[src/rtl/core/lc3se_pkg.sv]
// shared types, opcodes and helpers for the lc3 subset execute core
// no dependencies
package lc3se_pkg;

    localparam logic [3:0] OPC_BR  = 4'd0;
    localparam logic [3:0] OPC_ADD = 4'd1;
    localparam logic [3:0] OPC_AND = 4'd5;
    localparam logic [3:0] OPC_JMP = 4'd12;

    localparam logic [2:0] FLAG_P = 3'b001;
    localparam logic [2:0] FLAG_Z = 3'b010;
    localparam logic [2:0] FLAG_N = 3'b100;

    localparam logic [15:0] RESET_PC = 16'h3000;

    typedef struct packed {
        logic        en;
        logic [2:0]  addr;
        logic [15:0] data;
    } t_rf_wr;

    typedef struct packed {
        logic [15:0] next_pc;
        logic        wrote;
        logic [2:0]  dest_index;
        logic [15:0] dest_value;
        logic [2:0]  flags;
        logic        fault;
        logic        halt;
    } t_exec_out;

    function automatic logic [15:0] sext5(input logic [4:0] v);
        return {{11{v[4]}}, v};
    endfunction

    function automatic logic [15:0] sext9(input logic [8:0] v);
        return {{7{v[8]}}, v};
    endfunction

    function automatic logic [2:0] flags_of(input logic [15:0] v);
        logic [2:0] f;
        if (v == 16'd0) begin
            f = FLAG_Z;
        end else if (v[15]) begin
            f = FLAG_N;
        end else begin
            f = FLAG_P;
        end
        return f;
    endfunction

endpackage

[src/rtl/core/lc3se_regfile.sv]
// eight-entry register file, two registered read ports, one write port
// depends on lc3se_pkg; entries not yet written since reset read as zero
module lc3se_regfile (
    input  logic               i_clk,
    input  logic               i_rst_n,
    input  logic               i_rd_en,
    input  logic [2:0]         i_rd_addr_a,
    input  logic [2:0]         i_rd_addr_b,
    output logic [15:0]        o_rd_data_a,
    output logic [15:0]        o_rd_data_b,
    input  lc3se_pkg::t_rf_wr  i_wr
);
    import lc3se_pkg::*;

    logic [15:0] r_mem [8];
    logic [7:0]  r_vld;
    logic [15:0] r_rd_a;
    logic [15:0] r_rd_b;

    always_ff @(posedge i_clk) begin
        if (i_wr.en) begin
            r_mem[i_wr.addr] <= i_wr.data;
        end
    end

    always_ff @(posedge i_clk) begin
        if (!i_rst_n) begin
            r_vld <= '0;
        end else if (i_wr.en) begin
            r_vld[i_wr.addr] <= 1'b1;
        end
    end

    always_ff @(posedge i_clk) begin
        if (i_rd_en) begin
            r_rd_a <= r_vld[i_rd_addr_a] ? r_mem[i_rd_addr_a] : 16'd0;
            r_rd_b <= r_vld[i_rd_addr_b] ? r_mem[i_rd_addr_b] : 16'd0;
        end
    end

    assign o_rd_data_a = r_rd_a;
    assign o_rd_data_b = r_rd_b;

endmodule

[src/rtl/core/lc3se_exec.sv]
// execute logic: alu, branch resolution, jump and fault detection
// depends on lc3se_pkg
module lc3se_exec (
    input  logic [15:0]           i_instr,
    input  logic [15:0]           i_op_a,
    input  logic [15:0]           i_op_b,
    input  logic [15:0]           i_pc,
    input  logic [2:0]            i_flags,
    input  logic                  i_halted,
    output lc3se_pkg::t_exec_out  o_res
);
    import lc3se_pkg::*;

    logic [3:0]  op;
    logic [2:0]  dr;
    logic [15:0] pc_inc;
    logic [15:0] b_val;
    logic [15:0] alu_val;

    assign op      = i_instr[15:12];
    assign dr      = i_instr[11:9];
    assign pc_inc  = i_pc + 16'd1;
    assign b_val   = i_instr[5] ? sext5(i_instr[4:0]) : i_op_b;
    assign alu_val = (op == OPC_ADD) ? (i_op_a + b_val) : (i_op_a & b_val);

    always_comb begin
        o_res            = '0;
        o_res.next_pc    = pc_inc;
        o_res.flags      = i_flags;
        if (i_halted) begin
            o_res.next_pc = i_pc;
            o_res.fault   = 1'b1;
        end else begin
            case (op)
                OPC_ADD, OPC_AND: begin
                    o_res.wrote      = 1'b1;
                    o_res.dest_index = dr;
                    o_res.dest_value = alu_val;
                    o_res.flags      = flags_of(alu_val);
                end
                OPC_BR: begin
                    if ((dr & i_flags) != 3'd0) begin
                        o_res.next_pc = pc_inc + sext9(i_instr[8:0]);
                    end
                end
                OPC_JMP: begin
                    o_res.next_pc = i_op_a;
                end
                default: begin
                    o_res.fault = 1'b1;
                    o_res.halt  = 1'b1;
                end
            endcase
        end
    end

endmodule

[src/rtl/core/lc3_subset_execute_core.sv]
// lc3 subset execute core: one instruction word in, one result word out
// the instruction word is registered into stage two, then the result word into the output register
// throughput: one word per cycle while the output is not stalled; operand read in the
// register file memory, then execute and write back with forwarding of the previous write
// reset: pc loads 0x3000, flags and halt clear, register file reads zero
module lc3_subset_execute_core (
    input  logic        i_clk,
    input  logic        i_rst_n,
    input  logic        i_cfg_valid,
    output logic        o_cfg_ready,
    input  logic [15:0] i_cfg_data,
    input  logic        i_in_valid,
    output logic        o_in_stall,
    input  logic [15:0] i_instruction_word,
    output logic        o_out_valid,
    input  logic        i_out_stall,
    output logic [15:0] o_next_pc,
    output logic        o_wrote_register,
    output logic [2:0]  o_dest_index,
    output logic [15:0] o_dest_value,
    output logic [2:0]  o_cond_flags,
    output logic        o_fault
);
    import lc3se_pkg::*;

    logic        r_s2_valid;
    logic [15:0] r_s2_instr;
    logic [15:0] r_pc;
    logic [2:0]  r_flags;
    logic        r_halted;
    logic        r_fwd_vld;
    logic [2:0]  r_fwd_idx;
    logic [15:0] r_fwd_data;
    logic        r_out_valid;
    t_exec_out   r_out;

    logic        in_accept;
    logic        s2_fire;
    logic [15:0] rd_a;
    logic [15:0] rd_b;
    logic [15:0] op_a;
    logic [15:0] op_b;
    t_exec_out   res;
    t_rf_wr      rf_wr;

    assign s2_fire    = r_s2_valid && (!r_out_valid || !i_out_stall);
    assign o_in_stall = r_s2_valid && !s2_fire;
    assign in_accept  = i_in_valid && !o_in_stall;
    assign o_cfg_ready = 1'b1;

    assign rf_wr.en   = s2_fire && res.wrote;
    assign rf_wr.addr = res.dest_index;
    assign rf_wr.data = res.dest_value;

    lc3se_regfile u_regfile (
        .i_clk       (i_clk),
        .i_rst_n     (i_rst_n),
        .i_rd_en     (in_accept),
        .i_rd_addr_a (i_instruction_word[8:6]),
        .i_rd_addr_b (i_instruction_word[2:0]),
        .o_rd_data_a (rd_a),
        .o_rd_data_b (rd_b),
        .i_wr        (rf_wr)
    );

    // write from the previous cycle is not yet in the read data
    assign op_a = (r_fwd_vld && r_fwd_idx == r_s2_instr[8:6]) ? r_fwd_data : rd_a;
    assign op_b = (r_fwd_vld && r_fwd_idx == r_s2_instr[2:0]) ? r_fwd_data : rd_b;

    lc3se_exec u_exec (
        .i_instr  (r_s2_instr),
        .i_op_a   (op_a),
        .i_op_b   (op_b),
        .i_pc     (r_pc),
        .i_flags  (r_flags),
        .i_halted (r_halted),
        .o_res    (res)
    );

    always_ff @(posedge i_clk) begin
        if (!i_rst_n) begin
            r_s2_valid  <= 1'b0;
            r_pc        <= RESET_PC;
            r_flags     <= '0;
            r_halted    <= 1'b0;
            r_fwd_vld   <= 1'b0;
            r_out_valid <= 1'b0;
        end else begin
            if (in_accept) begin
                r_s2_valid <= 1'b1;
            end else if (s2_fire) begin
                r_s2_valid <= 1'b0;
            end
            if (s2_fire) begin
                r_pc        <= res.next_pc;
                r_flags     <= res.flags;
                r_halted    <= r_halted || res.halt;
                r_fwd_vld   <= res.wrote;
                r_out_valid <= 1'b1;
            end else begin
                if (i_cfg_valid) begin
                    r_pc <= i_cfg_data;
                end
                if (!i_out_stall) begin
                    r_out_valid <= 1'b0;
                end
            end
        end
    end

    always_ff @(posedge i_clk) begin
        if (in_accept) begin
            r_s2_instr <= i_instruction_word;
        end
        if (s2_fire) begin
            r_out      <= res;
            r_fwd_idx  <= res.dest_index;
            r_fwd_data <= res.dest_value;
        end
    end

    assign o_out_valid      = r_out_valid;
    assign o_next_pc        = r_out.next_pc;
    assign o_wrote_register = r_out.wrote;
    assign o_dest_index     = r_out.dest_index;
    assign o_dest_value     = r_out.dest_value;
    assign o_cond_flags     = r_out.flags;
    assign o_fault          = r_out.fault;

endmodule

[config.mk]
export PLATFORM = sky130hd
export DESIGN_NAME = lc3_subset_execute_core
export DESIGN_NICKNAME = d
export VERILOG_FILES = /design/src/rtl/core/lc3se_pkg.sv /design/src/rtl/core/lc3se_regfile.sv /design/src/rtl/core/lc3se_exec.sv /design/src/rtl/core/lc3_subset_execute_core.sv
export SDC_FILE = /design/constraint.sdc
export NUM_CORES = 1
export LEC_CHECK = 0
export BUFFER_PORTS_ARGS = -buffer_cell sky130_fd_sc_hd__clkbuf_2
export CAP_MARGIN = 20
export CORE_ASPECT_RATIO = 0.7
export CORE_UTILIZATION = 32
export DETAILED_ROUTE_END_ITERATION = 7
export SLEW_MARGIN = 30
export SYNTH_ARGS = -nofsm -noshare
export SYNTH_HDL_FRONTEND = slang
export SYNTH_HIERARCHICAL = 1
export SYNTH_SLANG_ARGS = --single-unit
export TNS_END_PERCENT = 50
[constraint.sdc]
create_clock -name i_clk -period 8.95 [get_ports i_clk]
set_input_delay 0.4475 -clock i_clk [delete_from_list [all_inputs] [get_ports i_clk]]
set_output_delay 0.4475 -clock i_clk [all_outputs]
set_load 0.01 [all_outputs]
# == Word-level counts from Yosys, hierarchy flattened ==
# Memories as Yosys holds them, arrays and structs flattened. A register that Yosys moved wholly into a read port is not among the register bits.
# Cells that the tools add are included.
# word_totals
elab_cells,80
ff_bits,87
mem_count,1
inputBits,37
output_inout_bits,43
ram_bits,128
# mem_list
memory,words,width,rd,rd_clocked_by_memory_dff,wr,line,text
u_regfile.r_mem,8,16,2,2,1,lc3se_regfile.sv:15,logic [15:0] r_mem [8];
# op_classes
bitwise_logic,3
order_cmp,4
mux,27
eq_ne,6
add_sub_neg,3
reduce_logical,22
# op_table
op,count
16-bit two-way mux,8
23-bit two-way mux,2
16-bit adder,2
16-bit one-hot mux with 2 select lines,1
16-bit by 1-bit adder with 16-bit output (second input constant),1
16-bit AND,1
16-bit zero test,1
3-bit by 4-bit less-than comparator with 1-bit output (second input constant),3
1-bit two-way mux,10
8-bit bitwise OR,1
1-bit logical AND,7
1-bit binary-select mux with 3-bit select,2
3-bit == test,2
1-bit zero test,6
3-bit two-way mux,2
4-bit by 1-bit == test with 1-bit output (second input constant),1
4-bit by 3-bit == test with 1-bit output (second input constant),1
4-bit == test (second input constant),1
4-bit zero test,1
2-bit nonzero test,2
4-bit OR reduction,1
3-bit AND,1
1-bit demux with 3-bit select,1
3-bit by 1-bit >= comparator with 1-bit output (second input constant),1
other kinds (5),6

# == Longest topological paths before layout ==
# logic_depth
word_depth,15
depth_mapped,18
ltp_nobuf,16

# == Modules after synthesis ==
# The synthesis kept the hierarchy.
# by_module_without_submodules
mod,area_each_um2,cells_per_inst,seq_area_each_um2,instances
lc3se_regfile,7464.7,346,4964.8,1
lc3_subset_execute_core,3236.9,202,2142.1,1
lc3se_exec,2912.8,431,0.0,1

# == Worst setup path after synthesis ==
# OpenSTA, ideal clock, no wires.
# synth_path
kind,flip-flop to flip-flop
start,"register, netlist name o_dest_index[0]"
end,register r_flags[1]
path_buffers,0
period_less_slack_ps,3851
setup_time_ps,130
arrival_ps,3720
required_time_ps,8820
path_stages_with_launch,17
setup_slack_ps,5099
cell_sequence,edfxtp_1 > xnor2_1 > nand4_2 > mux2_2 > mux2_2 > ha_1 > fa_1 > a21o_1 > nand4_1 > and3_1 > nor4_1 > o31a_2 > o31a_2 > and4_1 > a22o_1 > nand2_1 > a21boi_0
# synth_lines
item,line,text
to (signal assigned),lc3_subset_execute_core.sv:96,r_flags <= res.flags;
to (decl),lc3_subset_execute_core.sv:29,logic [2:0] r_flags;

==> key figures <==
Run status
  • Status: finished, final reports clean

Final layout
  • Layout cells sized above 1: 26.5%
  • Area growth, synth to finish: 11.9%
  • Post-layout nets: 1129
  • Layout Utilization: 36.7%
  • Antenna cells: 0
  • # fillers: 3908

Power
  • PwrDens: 168 nW/um^2
  • Leakage: 5.56 nW
  • Max IR drop VDD: 0.148 mV

Floorplanning
  • Die Span Y: 175 um
  • Floorplan row count: 62
  • Ports: 80
  • Initial Util: 32.8%
  • Die area: 43400 sq um
  • Die X: 249 um
  • Core Area: 41500 sq um

Worst setup path
  • WP data required: 9410 ps
  • Worst R2R Start: r_s2_instr[1]$_DFFE_PP_
  • Crit path max fanout: 16
  • R2R cell count: 15
  • Worst path arrival time: 5570 ps
  • Setup CP Type: flip-flop to flip-flop
  • R2r setup slk: 3840 ps
  • R2r endpoint: r_flags[0]$_SDFFE_PN0P_
  • Crit. End Element: flip-flop
  • Crit start category: flip-flop

Clocking
  • Root buf cell: clkbuf_16
  • Cts hold-fix bufs: 0
  • H-Tree Depth: 1
  • CTS tree: built
  • Clk_lat worst skew: 540 ps
  • Clock Pin Slew Worst Setup and Hold Paths: 60 ps
  • Setup Buffers After CTS: 0
  • Clock sinks: 247
  • CTS Buffer Depth: 3
  • Cts repair resizes: 0
  • Number of CTS-inserted buffers: 24

Yosys
  • Number of synthesized flops with an enable pin: 216
  • Top_reg_cell synth: edfxtp_1
  • Synthesis Warnings: 6
  • Post-synthesis register bit count: 247
  • Post-synth ARST share: 0%
  • Share of the synthesized area in the top cell type: 47.6%
  • Syn Std Cell Area: 13600 sq um
  • Main area contributors after synthesis: edfxtp_1, mux4_2, dfxtp_1, mux2i_1, ha_1
  • Yosys top cell by area: edfxtp_1
  • Register area share after synthesis: 52.2%
  • Post-synthesis cell type count: 88
  • Syn Area/Cell: 13.9 sq um
  • Cells after synthesis: 979
  • Post-synth net total: 1053

Detailed routing
  • Routed WL: 35.2 mm
  • # DRC: 0
  • DR pass1 iterations: 5
  • Vias: 8741
  • Met1 WL: 17.2 mm
  • Met2 wire length: 15.2 mm
  • Max Used Layer: met4
  • Wire per inst: 21.8 um
  • Met3 wire len: 2.46 mm
  • Post-DRT Antenna Nets: 0
  • Iter 0 DRT Violations: 932
  • Vias per cell: 5.41

STA
  • Period utilization: 57.1%
  • Hold Fails Final Rpt: 0
  • Worst Tran Pin Value: 879 ps
  • Post-layout min period: 5110 ps
  • Maximum clock rate: 196 MHz
  • Clk_skew: 20.5 ps
  • Final Setup Violations: 0
  • Slew headroom: 41.4%
  • Pins Over Slew Limit: 0
  • Total negative slack: 0 ps
  • Worst Setup Slack, final: 3840 ps
  • Unrepaired setup endpoints after global routing: false

Min path
  • Hold Crit Start: i_instruction_word[14]
  • Hold Path Sink: r_s2_instr[14]$_DFFE_PP_
  • Hold Path Stages: 1
  • Hold Path Class: input port to flip-flop

Placed design
  • Routability cong.: 0.913
  • Place WS: 3880 ps
  • Dpl hpwl: 24.3 mm
  • Port Buffers: 78

Run
  • Number of max-cap violations: 0

Global route
  • First-pass GRT wire length: 53.9 mm
  • All-Layer GR Usage: 16.2%
  • Largest net degree at the start of global routing: 49
  • Vias in the first global route: 8755
  • Initial antenna violation count: 0
  • Global route total overflow: 0
==> cells in the mapped netlist (9+ instances only) <==
cell and instances:
inv_1 29, clkbuf_1 17, ha_1 35, nor2_4 20
nand3_1 9, nor3_1 10, mux2i_1 49, edfxtp_1 216
nand2_1 69, nor2_1 63, o21a_1 13, a211oi_1 9
o21ai_0 32, buf_2 10, buf_6 10, mux2_4 20
a21oi_1 32, mux4_2 57, a22oi_1 9, xnor2_1 29
o211a_1 16, xor2_1 9, and2_1 10, dfxtp_1 31
mux2_2 19, and3_1 9
==> where the power goes <==
group | internal, mW | switching [mW] | leakage, nW
registers | 1.28 | 0.0278 | 2.30
clock network | 0.511 | 0.427 | 0.334
logic | 0.137 | 0.187 | 2.93
==> worst max-delay path by stage <==
stage	start	end	slack, ps
finish	r_s2_instr[1]$_DFFE_PP_	r_flags[0]$_SDFFE_PN0P_	3840
global route	r_s2_instr[1]$_DFFE_PP_	r_flags[0]$_SDFFE_PN0P_	3390
CTS	r_s2_instr[1]$_DFFE_PP_	r_flags[0]$_SDFFE_PN0P_	3840
detailed placement	r_s2_instr[1]$_DFFE_PP_	r_flags[0]$_SDFFE_PN0P_	3880
global placement	r_s2_instr[1]$_DFFE_PP_	r_flags[0]$_SDFFE_PN0P_	4040
floorplan	o_dest_index[0]$_DFFE_PP_	r_flags[1]$_SDFFE_PN0P_	5100
==> cell type report <==
| cell class | count | area (sq um) | share of cell area [%] |
|---|---|---|---|
| Inverter | 31 | 116 | 0.764 |
| Multi-Input combinational cell | 652 | 6080 | 39.9 |
| Clock buffer | 33 | 656 | 4.30 |
| Timing Repair Buffer | 99 | 548 | 3.60 |
| Sequential cell | 247 | 7110 | 46.6 |
| Clock inverter | 9 | 47.5 | 0.312 |
| Tap cell | 544 | 681 | 4.47 |
==> placed cells by master (no fill, tap or decap), types with 9 or more instances in the layout <==
master / netlist / layout
o211a_1: 16 / 16
nor2_1: 63 / 61
a22oi_1: 9 / 9
and3_1: 9 / 9
clkbuf_2: 0 / 78
a21oi_1: 32 / 32
o21a_1: 13 / 13
dfxtp_1: 31 / 31
ha_1: 35 / 35
nand2_1: 69 / 69
mux2_4: 20 / 20
mux2i_1: 49 / 49
buf_4: 7 / 21
mux4_2: 57 / 57
inv_1: 29 / 29
xor2_1: 9 / 9
nor2_4: 20 / 20
nand3_1: 9 / 9
o21ai_0: 32 / 32
mux2_2: 19 / 19
edfxtp_1: 216 / 216
and2_1: 10 / 10
clkbuf_16: 0 / 25
xnor2_1: 29 / 29
==> worst max-delay path, stage by stage, from the launching register on <==
cell	delay [ps]
edfxtp_1	450
xnor2_1	220
nand4_2	670
mux2_2	540
mux2_2	290
ha_1	280
a211oi_1	470
o21ai_1	240
a311oi_2	370
a31oi_1	230
a31o_1	280
a221oi_2	440
nand2_1	140
a21oi_1	190
nand2_1	60
a21boi_0	160
==> kinds of logic (layout without fill, tap and decap cells) <==
kind of cell               after synthesis  after routing  share of synthesized area (%)
muxes                                  158            158                           19.2
buffers and inverters                   80            172                           3.39
AOI/OAI and AO/OA                      174            174                           9.34
other                                    1              1                         0.0275
and+or+nand+nor                        244            244                           9.86
DFF                                    247            247                           52.2
xor gates and xnor gates                38             38                           2.44
adders and majority gates               37             37                           3.51
==> flip-flops by register name, summed over array words and instances, names as in the netlist, 3 cells and up <==
signal / flops
u_regfile/r_vld: 8
u_regfile/o_rd_data_a: 16
o_next_pc: 16
r_flags: 3
u_regfile/o_rd_data_b: 16
r_s2_instr: 16
o_dest_index: 3
r_pc: 16
o_cond_flags: 3
o_dest_value: 16
u_regfile/r_mem: 128
==> metrics by stage <==
stage	area [sq um]	total power, mW	std cells	hold slack, ps
2_1_floorplan	13600	1.56	979	452
3_3_place_gp	14500	1.65	1573	462
3_5_place_dp	14500	1.65	1573	471
4_1_cts	15200	2.59	1615	67.9
5_1_grt	15200	2.67	1615	68.2
6_report	15200	2.57	1615	87.5
==> per-layer routing <==
| metal | up-vias | GRT usage (%) |
|---|---|---|
| met1 | 4463 | 24.8 |
| met3 | 35 | 2.96 |
| met5 | - | 0 |
| met4 | 0 | 2.25 |
| met2 | 284 | 24.4 |
| li1 | 3959 | - |
Note: power is estimated with default switching activity, not from simulation.
